<file path="src/sv/cbfs_pkg.sv">
// ---------------------------------------------------------------------------
// cbfs_pkg
// Shared constants, command codes and the status type of the ring FIFO with
// bulk discard and fill.
// ---------------------------------------------------------------------------
package cbfs_pkg;

    localparam int DEPTH_DEF = 16;
    localparam int WIDTH_DEF = 32;

    localparam int CMD_W     = 3;
    localparam int CNT_W     = 5;
    localparam int CFG_CAP_W = 5;
    localparam int PADDR_W   = 3;
    localparam int PDATA_W   = 32;

    localparam logic [CMD_W-1:0] CMD_PUSH    = 3'd0;
    localparam logic [CMD_W-1:0] CMD_POP     = 3'd1;
    localparam logic [CMD_W-1:0] CMD_PEEK    = 3'd2;
    localparam logic [CMD_W-1:0] CMD_DISCARD = 3'd3;
    localparam logic [CMD_W-1:0] CMD_FILL    = 3'd4;

    // register index, taken from paddr above the byte offset
    localparam logic REG_CAPACITY = 1'b0;

    // status of one request, from the command unit to the result stage
    typedef struct packed {
        logic             accepted;
        logic             mem_we;
        logic             mem_re;
        logic [CNT_W-1:0] done_count;
        logic [CNT_W-1:0] level;
        logic             is_full;
        logic             is_empty;
    } ctrl_t;

endpackage

</file>
<file path="src/sv/cbfs_if.sv">
// ---------------------------------------------------------------------------
// cbfs_if
// Request and result channels: valid/ready handshake with payload.
// ---------------------------------------------------------------------------
interface cbfs_in_if #(
    parameter int WIDTH = cbfs_pkg::WIDTH_DEF
);
    logic                       valid;
    logic                       ready;
    logic [cbfs_pkg::CMD_W-1:0] cmd;
    logic [WIDTH-1:0]           push_data;
    logic [cbfs_pkg::CNT_W-1:0] count;

    modport source (output valid, output cmd, output push_data, output count, input ready);
    modport sink   (input valid, input cmd, input push_data, input count, output ready);
endinterface

interface cbfs_out_if #(
    parameter int WIDTH = cbfs_pkg::WIDTH_DEF
);
    logic                       valid;
    logic                       ready;
    logic                       accepted;
    logic [WIDTH-1:0]           read_data;
    logic [cbfs_pkg::CNT_W-1:0] done_count;
    logic [cbfs_pkg::CNT_W-1:0] level;
    logic                       is_full;
    logic                       is_empty;

    modport source (output valid, output accepted, output read_data, output done_count,
                    output level, output is_full, output is_empty, input ready);
    modport sink   (input valid, input accepted, input read_data, input done_count,
                    input level, input is_full, input is_empty, output ready);
endinterface

</file>
<file path="src/sv/cbfs_cmd_unit.sv">
// ---------------------------------------------------------------------------
// cbfs_cmd_unit
// Decodes one request against the pointer state: next pointers, store
// access and the status reported with the result.
// ---------------------------------------------------------------------------
module cbfs_cmd_unit #(
    parameter int DEPTH = cbfs_pkg::DEPTH_DEF
) (
    input  logic [cbfs_pkg::CMD_W-1:0]  cmd,
    input  logic [cbfs_pkg::CNT_W-1:0]  count,
    input  logic [$clog2(DEPTH)-1:0]    rp,
    input  logic [$clog2(DEPTH)-1:0]    wp,
    input  logic                        last,
    input  logic [$clog2(DEPTH+1)-1:0]  cap,
    output logic [$clog2(DEPTH)-1:0]    rp_next,
    output logic [$clog2(DEPTH)-1:0]    wp_next,
    output logic                        last_next,
    output logic [$clog2(DEPTH)-1:0]    raddr,
    output cbfs_pkg::ctrl_t             ctrl
);

    localparam int PW = $clog2(DEPTH);
    localparam int CW = $clog2(DEPTH+1);
    localparam int LW = (CW > cbfs_pkg::CNT_W) ? CW : cbfs_pkg::CNT_W;

    // pointer + n stays below twice the capacity
    function automatic logic [PW-1:0] wrap(input logic [PW-1:0] p, input logic [CW-1:0] n,
                                           input logic [CW-1:0] c);
        logic [CW:0] s;
        s = {1'b0, CW'(p)} + {1'b0, n};
        if (s >= {1'b0, c})
            s = s - {1'b0, c};
        return s[PW-1:0];
    endfunction

    function automatic logic [CW-1:0] level_of(input logic [PW-1:0] r, input logic [PW-1:0] w,
                                               input logic l, input logic [CW-1:0] c);
        if (r == w)
            return l ? c : '0;
        else if (r < w)
            return CW'(w - r);
        else
            return c - CW'(r - w);
    endfunction

    logic [CW-1:0] lvl;
    logic [CW-1:0] lvl_new;
    logic [LW-1:0] lvl_x;
    logic [LW-1:0] lvl_new_x;
    logic [LW-1:0] cnt_x;
    logic [LW-1:0] free_x;
    logic [LW-1:0] n_x;
    logic [LW-1:0] done_x;

    always_comb
    begin
        lvl       = level_of(rp, wp, last, cap);
        lvl_x     = LW'(lvl);
        cnt_x     = LW'(count);
        free_x    = LW'(cap - lvl);
        n_x       = '0;
        done_x    = '0;
        rp_next   = rp;
        wp_next   = wp;
        last_next = last;
        raddr     = rp;
        ctrl      = '0;

        case (cmd)
            cbfs_pkg::CMD_PUSH:
            begin
                if (!(rp == wp && last))
                begin
                    ctrl.mem_we   = 1'b1;
                    ctrl.accepted = 1'b1;
                    wp_next       = wrap(wp, CW'(1), cap);
                    last_next     = 1'b1;
                end
            end
            cbfs_pkg::CMD_POP:
            begin
                if (lvl != '0)
                begin
                    ctrl.mem_re   = 1'b1;
                    ctrl.accepted = 1'b1;
                    raddr         = rp;
                    rp_next       = wrap(rp, CW'(1), cap);
                    last_next     = 1'b0;
                end
            end
            cbfs_pkg::CMD_PEEK:
            begin
                if (cnt_x < lvl_x)
                begin
                    ctrl.mem_re   = 1'b1;
                    ctrl.accepted = 1'b1;
                    raddr         = wrap(rp, CW'(cnt_x), cap);
                end
            end
            cbfs_pkg::CMD_DISCARD:
            begin
                n_x     = (cnt_x < lvl_x) ? cnt_x : lvl_x;
                rp_next = wrap(rp, CW'(n_x), cap);
                if (n_x != '0)
                    last_next = 1'b0;
                done_x  = n_x;
            end
            cbfs_pkg::CMD_FILL:
            begin
                n_x     = (cnt_x < free_x) ? cnt_x : free_x;
                wp_next = wrap(wp, CW'(n_x), cap);
                if (n_x != '0)
                    last_next = 1'b1;
                done_x  = n_x;
            end
            default:
            begin
            end
        endcase

        lvl_new         = level_of(rp_next, wp_next, last_next, cap);
        lvl_new_x       = LW'(lvl_new);
        ctrl.level      = lvl_new_x[cbfs_pkg::CNT_W-1:0];
        ctrl.done_count = done_x[cbfs_pkg::CNT_W-1:0];
        ctrl.is_full    = (rp_next == wp_next) && last_next;
        ctrl.is_empty   = (rp_next == wp_next) && !last_next;
    end

endmodule

</file>
<file path="src/sv/circular_fifo_with_bulk_skip_top.sv">
// ---------------------------------------------------------------------------
// circular_fifo_with_bulk_skip_top
// Ring FIFO over a synchronous store, with push, pop, peek, bulk discard
// and bulk fill, and a capacity register on an APB-style port.
// ---------------------------------------------------------------------------
//  channel   dir   handshake        payload
//  in_ch     in    valid / ready    cmd, push_data, count
//  out_ch    out   valid / ready    accepted, read_data, done_count, level,
//                                   is_full, is_empty
//  apb       in    psel / penable   paddr, pwdata, prdata (pready tied high)
//
//  One request per cycle while the output is not stalled; its result passes
//  through the result stage (store read data and status) to the output register.
//  Pointers update at acceptance, so a following request sees them at once.
//  Reset clears pointers and flags at once; the store has no clearing pass.
//  A stalled output holds the result stage, and input ready drops behind it.
// ---------------------------------------------------------------------------
module circular_fifo_with_bulk_skip_top #(
    parameter int DEPTH = cbfs_pkg::DEPTH_DEF,
    parameter int WIDTH = cbfs_pkg::WIDTH_DEF
) (
    input  logic                          clk,
    input  logic                          rst_n,
    cbfs_in_if.sink                       in_ch,
    cbfs_out_if.source                    out_ch,
    input  logic                          psel,
    input  logic                          penable,
    input  logic                          pwrite,
    input  logic [cbfs_pkg::PADDR_W-1:0]  paddr,
    input  logic [cbfs_pkg::PDATA_W-1:0]  pwdata,
    output logic [cbfs_pkg::PDATA_W-1:0]  prdata,
    output logic                          pready
);

    localparam int PW = $clog2(DEPTH);
    localparam int CW = $clog2(DEPTH+1);
    localparam int LW = (CW > cbfs_pkg::CFG_CAP_W) ? CW : cbfs_pkg::CFG_CAP_W;

    logic [PW-1:0]    rp_reg, wp_reg, rp_next, wp_next, raddr;
    logic             last_reg, last_next;
    logic [CW-1:0]    cap_reg, cap_next;
    logic [LW-1:0]    cfg_v;
    logic             cfg_we;
    cbfs_pkg::ctrl_t  ctrl;

    logic [WIDTH-1:0] mem [DEPTH];
    logic [WIDTH-1:0] rdata_reg;

    logic             p_valid_reg;
    cbfs_pkg::ctrl_t  p_ctrl_reg;
    logic             p_adv;
    logic             in_take;
    logic             out_valid_reg;

    // ---------------- configuration ----------------
    assign pready = 1'b1;
    assign cfg_we = psel && penable && pwrite
                 && (paddr[cbfs_pkg::PADDR_W-1:2] == cbfs_pkg::REG_CAPACITY);
    assign prdata = (paddr[cbfs_pkg::PADDR_W-1:2] == cbfs_pkg::REG_CAPACITY)
                  ? cbfs_pkg::PDATA_W'(cap_reg) : '0;

    always_comb
    begin
        cfg_v = LW'(pwdata[cbfs_pkg::CFG_CAP_W-1:0]);
        if (cfg_v == '0)
            cap_next = CW'(1);
        else if (cfg_v > LW'(DEPTH))
            cap_next = CW'(DEPTH);
        else
            cap_next = CW'(cfg_v);
    end

    // ---------------- request decode ----------------
    cbfs_cmd_unit #(
        .DEPTH (DEPTH)
    ) u_cmd (
        .cmd       (in_ch.cmd),
        .count     (in_ch.count),
        .rp        (rp_reg),
        .wp        (wp_reg),
        .last      (last_reg),
        .cap       (cap_reg),
        .rp_next   (rp_next),
        .wp_next   (wp_next),
        .last_next (last_next),
        .raddr     (raddr),
        .ctrl      (ctrl)
    );

    assign p_adv       = p_valid_reg && (!out_valid_reg || out_ch.ready);
    assign in_ch.ready = !p_valid_reg || p_adv;
    assign in_take     = in_ch.valid && in_ch.ready;

    always_ff @(posedge clk or negedge rst_n)
    begin
        if (!rst_n)
        begin
            rp_reg   <= '0;
            wp_reg   <= '0;
            last_reg <= 1'b0;
            cap_reg  <= CW'(DEPTH);
        end
        else if (cfg_we)
        begin
            // a capacity write empties the queue, store contents stay
            rp_reg   <= '0;
            wp_reg   <= '0;
            last_reg <= 1'b0;
            cap_reg  <= cap_next;
        end
        else if (in_take)
        begin
            rp_reg   <= rp_next;
            wp_reg   <= wp_next;
            last_reg <= last_next;
        end
    end

    // ---------------- store ----------------
    // one request per edge, so a write and a read never share a cycle;
    // a read right after a write to the same entry sees the new word
    always_ff @(posedge clk)
    begin
        if (in_take && ctrl.mem_we)
            mem[wp_reg] <= in_ch.push_data;
        if (in_take && ctrl.mem_re)
            rdata_reg <= mem[raddr];
    end

    // ---------------- result stages ----------------
    always_ff @(posedge clk or negedge rst_n)
    begin
        if (!rst_n)
            p_valid_reg <= 1'b0;
        else if (in_take)
            p_valid_reg <= 1'b1;
        else if (p_adv)
            p_valid_reg <= 1'b0;
    end

    always_ff @(posedge clk)
    begin
        if (in_take)
            p_ctrl_reg <= ctrl;
    end

    always_ff @(posedge clk or negedge rst_n)
    begin
        if (!rst_n)
            out_valid_reg <= 1'b0;
        else if (p_adv)
            out_valid_reg <= 1'b1;
        else if (out_ch.ready)
            out_valid_reg <= 1'b0;
    end

    always_ff @(posedge clk)
    begin
        if (p_adv)
        begin
            out_ch.accepted   <= p_ctrl_reg.accepted;
            out_ch.read_data  <= p_ctrl_reg.mem_re ? rdata_reg : '0;
            out_ch.done_count <= p_ctrl_reg.done_count;
            out_ch.level      <= p_ctrl_reg.level;
            out_ch.is_full    <= p_ctrl_reg.is_full;
            out_ch.is_empty   <= p_ctrl_reg.is_empty;
        end
    end

    assign out_ch.valid = out_valid_reg;

    // ---------------- assertions ----------------
    a_ptr_range: assert property (@(posedge clk) disable iff (!rst_n)
        (CW'(rp_reg) < cap_reg) && (CW'(wp_reg) < cap_reg))
        else $error("pointer beyond capacity");

    a_stage_hold: assert property (@(posedge clk) disable iff (!rst_n)
        (p_valid_reg && !p_adv) |=> p_valid_reg)
        else $error("result stage lost a pending request");

    a_flags: assert property (@(posedge clk) disable iff (!rst_n)
        out_ch.valid |-> !(out_ch.is_full && out_ch.is_empty))
        else $error("full and empty together");

    a_empty_level: assert property (@(posedge clk) disable iff (!rst_n)
        (out_ch.valid && out_ch.is_empty) |-> (out_ch.level == '0))
        else $error("empty with nonzero level");

    a_rd_zero: assert property (@(posedge clk) disable iff (!rst_n)
        (out_ch.valid && !out_ch.accepted) |-> (out_ch.read_data == '0))
        else $error("read data on a refused request");

endmodule

</file>
<file path="src/flat_wrapper.sv">
// flat-port wrapper written by rule: the top's interface ports become plain ports
module circular_fifo_with_bulk_skip_top_flat 
#(
    parameter int DEPTH = cbfs_pkg::DEPTH_DEF,
    parameter int WIDTH = cbfs_pkg::WIDTH_DEF
)
  (clk, rst_n, psel, penable, pwrite, paddr, pwdata, prdata, pready, in_ch_valid, in_ch_cmd, in_ch_push_data, in_ch_count, in_ch_ready, out_ch_valid, out_ch_accepted, out_ch_read_data, out_ch_done_count, out_ch_level, out_ch_is_full, out_ch_is_empty, out_ch_ready);
  cbfs_in_if #(.WIDTH(WIDTH)) in_ch_i ();
  cbfs_out_if #(.WIDTH(WIDTH)) out_ch_i ();
  input  logic clk;
  input  logic rst_n;
  input  logic psel;
  input  logic penable;
  input  logic pwrite;
  input  logic [cbfs_pkg::PADDR_W-1:0] paddr;
  input  logic [cbfs_pkg::PDATA_W-1:0] pwdata;
  output logic [cbfs_pkg::PDATA_W-1:0] prdata;
  output logic pready;
  input wire logic [$bits(in_ch_i.valid)-1:0] in_ch_valid;
  input wire logic [$bits(in_ch_i.cmd)-1:0] in_ch_cmd;
  input wire logic [$bits(in_ch_i.push_data)-1:0] in_ch_push_data;
  input wire logic [$bits(in_ch_i.count)-1:0] in_ch_count;
  output wire logic [$bits(in_ch_i.ready)-1:0] in_ch_ready;
  output wire logic [$bits(out_ch_i.valid)-1:0] out_ch_valid;
  output wire logic [$bits(out_ch_i.accepted)-1:0] out_ch_accepted;
  output wire logic [$bits(out_ch_i.read_data)-1:0] out_ch_read_data;
  output wire logic [$bits(out_ch_i.done_count)-1:0] out_ch_done_count;
  output wire logic [$bits(out_ch_i.level)-1:0] out_ch_level;
  output wire logic [$bits(out_ch_i.is_full)-1:0] out_ch_is_full;
  output wire logic [$bits(out_ch_i.is_empty)-1:0] out_ch_is_empty;
  input wire logic [$bits(out_ch_i.ready)-1:0] out_ch_ready;
  assign in_ch_i.valid = in_ch_valid;
  assign in_ch_i.cmd = in_ch_cmd;
  assign in_ch_i.push_data = in_ch_push_data;
  assign in_ch_i.count = in_ch_count;
  assign in_ch_ready = in_ch_i.ready;
  assign out_ch_valid = out_ch_i.valid;
  assign out_ch_accepted = out_ch_i.accepted;
  assign out_ch_read_data = out_ch_i.read_data;
  assign out_ch_done_count = out_ch_i.done_count;
  assign out_ch_level = out_ch_i.level;
  assign out_ch_is_full = out_ch_i.is_full;
  assign out_ch_is_empty = out_ch_i.is_empty;
  assign out_ch_i.ready = out_ch_ready;
  circular_fifo_with_bulk_skip_top #(.DEPTH(DEPTH), .WIDTH(WIDTH)) u_core (.clk(clk), .rst_n(rst_n), .in_ch(in_ch_i), .out_ch(out_ch_i), .psel(psel), .penable(penable), .pwrite(pwrite), .paddr(paddr), .pwdata(pwdata), .prdata(prdata), .pready(pready));
endmodule
</file>
<file path="config.mk">
export PLATFORM = sky130hd
export DESIGN_NAME = circular_fifo_with_bulk_skip_top_flat
export DESIGN_NICKNAME = d
export VERILOG_FILES = /design/src/sv/cbfs_pkg.sv /design/src/sv/cbfs_if.sv /design/src/sv/cbfs_cmd_unit.sv /design/src/sv/circular_fifo_with_bulk_skip_top.sv /design/src/flat_wrapper.sv
export SDC_FILE = /design/constraint.sdc
export NUM_CORES = 1
export LEC_CHECK = 0
export ABC_AREA = 1
export BUFFER_PORTS_ARGS = -buffer_cell sky130_fd_sc_hd__buf_2
export CAP_MARGIN = 0
export CORE_ASPECT_RATIO = 2
export CORE_UTILIZATION = 60
export DETAILED_ROUTE_END_ITERATION = 6
export PLACE_DENSITY = 0.83
export SLEW_MARGIN = 0
export SYNTH_ARGS = -nofsm -noshare
export SYNTH_HDL_FRONTEND = slang
export SYNTH_SLANG_ARGS = --single-unit
</file>
<file path="constraint.sdc">
create_clock -name clk -period 15 [get_ports clk]
set_input_delay 0.75 -clock clk [delete_from_list [all_inputs] [get_ports clk]]
set_output_delay 0.75 -clock clk [all_outputs]
set_load 0.01 [all_outputs]
</file>
==> impl_metrics.yaml <==
status:
  status: "finished with violations"
  violations: "design-rule violations"
floorplanning:
  io_pins: 162
  die_width_um: 155
  rows: 112
  dieArea_um2: 47900
  core_um2: 46500
  initial_utilization: 0.605
  die_h_um: 308
clocking:
  cts-root-buf: "clkbuf_16"
  postCtsSetupBuffers: 0
  cts_resized: 0
  cts_buffer_depth: 3
  clk_pin_slew_worst_paths_ns: 0.07
  cts-htree-levels: 2
  cts_buffers: 49
  ctsHoldBuffers: 0
  clock-sinks: 619
  clock_latency_ns: 0.59
  cts_tree: "built"
final_layout:
  multiInputGateArea_um2: 7780
  largest_reg_flops: 512
  seq_area_um2: 18500
  drive_above_1_share: 0.0962
  fillCellCount: 3223
  fin_nets: 2710
  area_delta_synth_final_pct: 9.15
timing:
  fmax_ghz: 0.111
  post-route-min-period_ns: 9.03
  finalCritPeriodShare: 0.602
  maxSlewHeadroom: 0.122
  drv_slew: 0
  fin_setup_tns_ns: 0
  rsz0062_at_grt: "no"
  hold_viol: 0
  worst_slew_pin_slew_ns: 1.31
  skew_ns: 0.0230
  setup_violations: 0
  whs_ns: 0.105
  fin_ws_ns: 5.97
critical_path:
  cp_max_fo: 9
  cp_common_cell: "nand2_1"
  start_kind: "register"
  crit_required_ns: 15.34
  rr_startpoint: "u_core.rp_reg[2]$_DFFE_PN0P_"
  reg2reg_slack_ns: 5.97
  path_class: "register to register"
  path_delay_family: "adder cells"
  critical-path-max-stage-delay_ns: 0.55
  cp-end-kind: "register"
  worst-path-buf-inv: 7
  crit_path_top_delay_cell: "dfrtp_1"
  rr_worst_depth: 43
  r2r_end: "u_core.p_ctrl_reg[5]$_DFFE_PP_"
  cp.arrival_ns: 9.37
logic_synthesis:
  ys_seq_area_frac: 0.657
  synth_edf_count: 603
  yosys.cell_types.count: 49
  syn-cell-area_um2: 28200
  synth_flop_cell: "edfxtp_1"
  synth_warnings: 0
  synthCells: 2461
  synth_seq_cells: 619
  async_reset_ff_frac: 0.0258
  syn_avg_cell_area_um2: 11.4
global_routing:
  grt_max_degree: 162
  overflow: 0
  first_global_vias: 19492
  grt_usage: 0.300
  antenna_found_initial: 4
  grt_pass1_wl_mm: 106
run:
  drv_cap: 0
route:
  drt_iter0_drc: 2114
  wirelength_mm: 70.8
  dr.pass1.iters: 7
  wl_per_cell_um: 22.1
  vias: 19284
  ant_nets: 0
  drc_errors: 9
  routed_via_density: 6.01
worst_hold_path:
  hp-class: "primary input to async pin"
place:
  dpl.hpwl_mm: 40.3
  io_buffer_count: 104
  pre_cts_slack_ns: 6.06
  place.gp.congestion: 0.974
==> stage by stage <==
stage          std cells  area (um2)  utilization
6_report            3207       30700        0.661
3_5_place_dp        3117       29200        0.628
2_1_floorplan       2487       28300            -
5_1_grt             3207       30700        0.661
3_3_place_gp        3117       29200        0.628
4_1_cts             3205       30700        0.661
==> cell usage in the layout (no fill, tap or decap), drive strengths merged, types with 19 or more instances in the layout <==
cell | Yosys | layout
edfxtp | 603 | 603
nand2 | 434 | 434
inv | 361 | 361
o21ai | 268 | 268
nand3 | 199 | 199
o211ai | 139 | 139
buf | 111 | 139
nor2 | 90 | 90
ha | 68 | 68
clkbuf | 25 | 58
a21oi | 32 | 32
conb | 2 | 28
clkinv | 0 | 24
fa | 19 | 19
==> synth_stat cells (4+ instances only) <==
library cell  instances  share of area
edfxtp_1            603           0.64
nand2_1             429          0.057
inv_1               358          0.048
o21ai_0             223          0.040
nand3_1             196          0.035
o211ai_1            139          0.037
nor2_1               89          0.012
ha_1                 68          0.030
buf_2                60          0.011
buf_4                43          0.011
o21ai_1              43         0.0076
a21oi_1              31         0.0055
clkbuf_1             22         0.0029
fa_1                 19          0.014
xor2_1               18         0.0056
dfrtp_1              15          0.013
o22ai_1              14         0.0031
nand4_1              13         0.0029
xnor2_1              10         0.0031
a31oi_1               8         0.0018
a21o_1                6         0.0016
buf_6                 5         0.0020
nor3_1                5        0.00089
nand2_2               4        0.00089
==> cell type report <==
| type | count | area share |
|---|---|---|
| Inverter | 361 | 0.0442 |
| Sequential cell | 619 | 0.602 |
| Clock inverter | 30 | 0.00798 |
| Antenna cell | 2 | 0.000163 |
| Multi-Input combinational cell | 1371 | 0.253 |
| Timing Repair Buffer | 139 | 0.0255 |
| Clock buffer | 58 | 0.0417 |
| Tap cell | 627 | 0.0255 |
==> worst reg2reg max path, delay by kind of cell (launching register included) <==
family                   cells  cell delay, ns
flip-flops                   1            0.55
AO/OA/AOI/OAI               14            2.27
buffers and inverters        7            0.84
adder cells (fa/ha/maj)      8            3.21
AND/OR/NAND/NOR             13            1.73
XOR/XNOR                     1            0.18
==> cell families (layout without fill, tap and decap cells) <==
kind of cell / Yosys count / count (layout) / share of synthesized area
adders and majority gates: 87 / 87 / 0.0437
buffers and inverters: 497 / 588 / 0.0761
and+or+nand+nor: 747 / 747 / 0.113
other: 2 / 30 / 0.000267
DFF: 619 / 619 / 0.657
AOI/OAI and AO/OA: 480 / 480 / 0.101
xor gates and xnor gates: 28 / 28 / 0.00871
muxes: 1 / 1 / 0.000355
==> how the worst max path moves through the flow <==
| stage | start | to | slack [ns] | depth (start not counted) |
|---|---|---|---|---|
| 2_1_floorplan | u_core.wp_reg[0]$_DFFE_PN0P_ | u_core.p_ctrl_reg[6]$_DFFE_PP_ | 7.31 | 44 |
| 4_1_cts | u_core.rp_reg[2]$_DFFE_PN0P_ | u_core.p_ctrl_reg[6]$_DFFE_PP_ | 6.03 | 44 |
| 6_report | u_core.rp_reg[2]$_DFFE_PN0P_ | u_core.p_ctrl_reg[5]$_DFFE_PP_ | 5.97 | 43 |
| 3_5_place_dp | u_core.rp_reg[2]$_DFFE_PN0P_ | u_core.p_ctrl_reg[6]$_DFFE_PP_ | 6.06 | 44 |
| 3_3_place_gp | u_core.rp_reg[2]$_DFFE_PN0P_ | u_core.p_ctrl_reg[6]$_DFFE_PP_ | 6.17 | 44 |
| 5_1_grt | u_core.rp_reg[3]$_DFFE_PN0P_ | u_core.p_ctrl_reg[6]$_DFFE_PP_ | 5.30 | 44 |
==> metal layers <==
layer / track usage / vias to the layer above / part of all wire / routed length, um
met2: 0.536 / 1170 / 0.52 / 37000
met3: 0.0415 / 277 / 0.083 / 5890
met5: 0 / - / 0.00018 / 13
met4: 0.233 / 2 / 0.075 / 5280
li1: - / 8663 / - / -
met1: 0.316 / 9172 / 0.32 / 22700
Power is not shown: default switching activity piles up to over one toggle a cycle in this logic, so the estimate is an artifact.
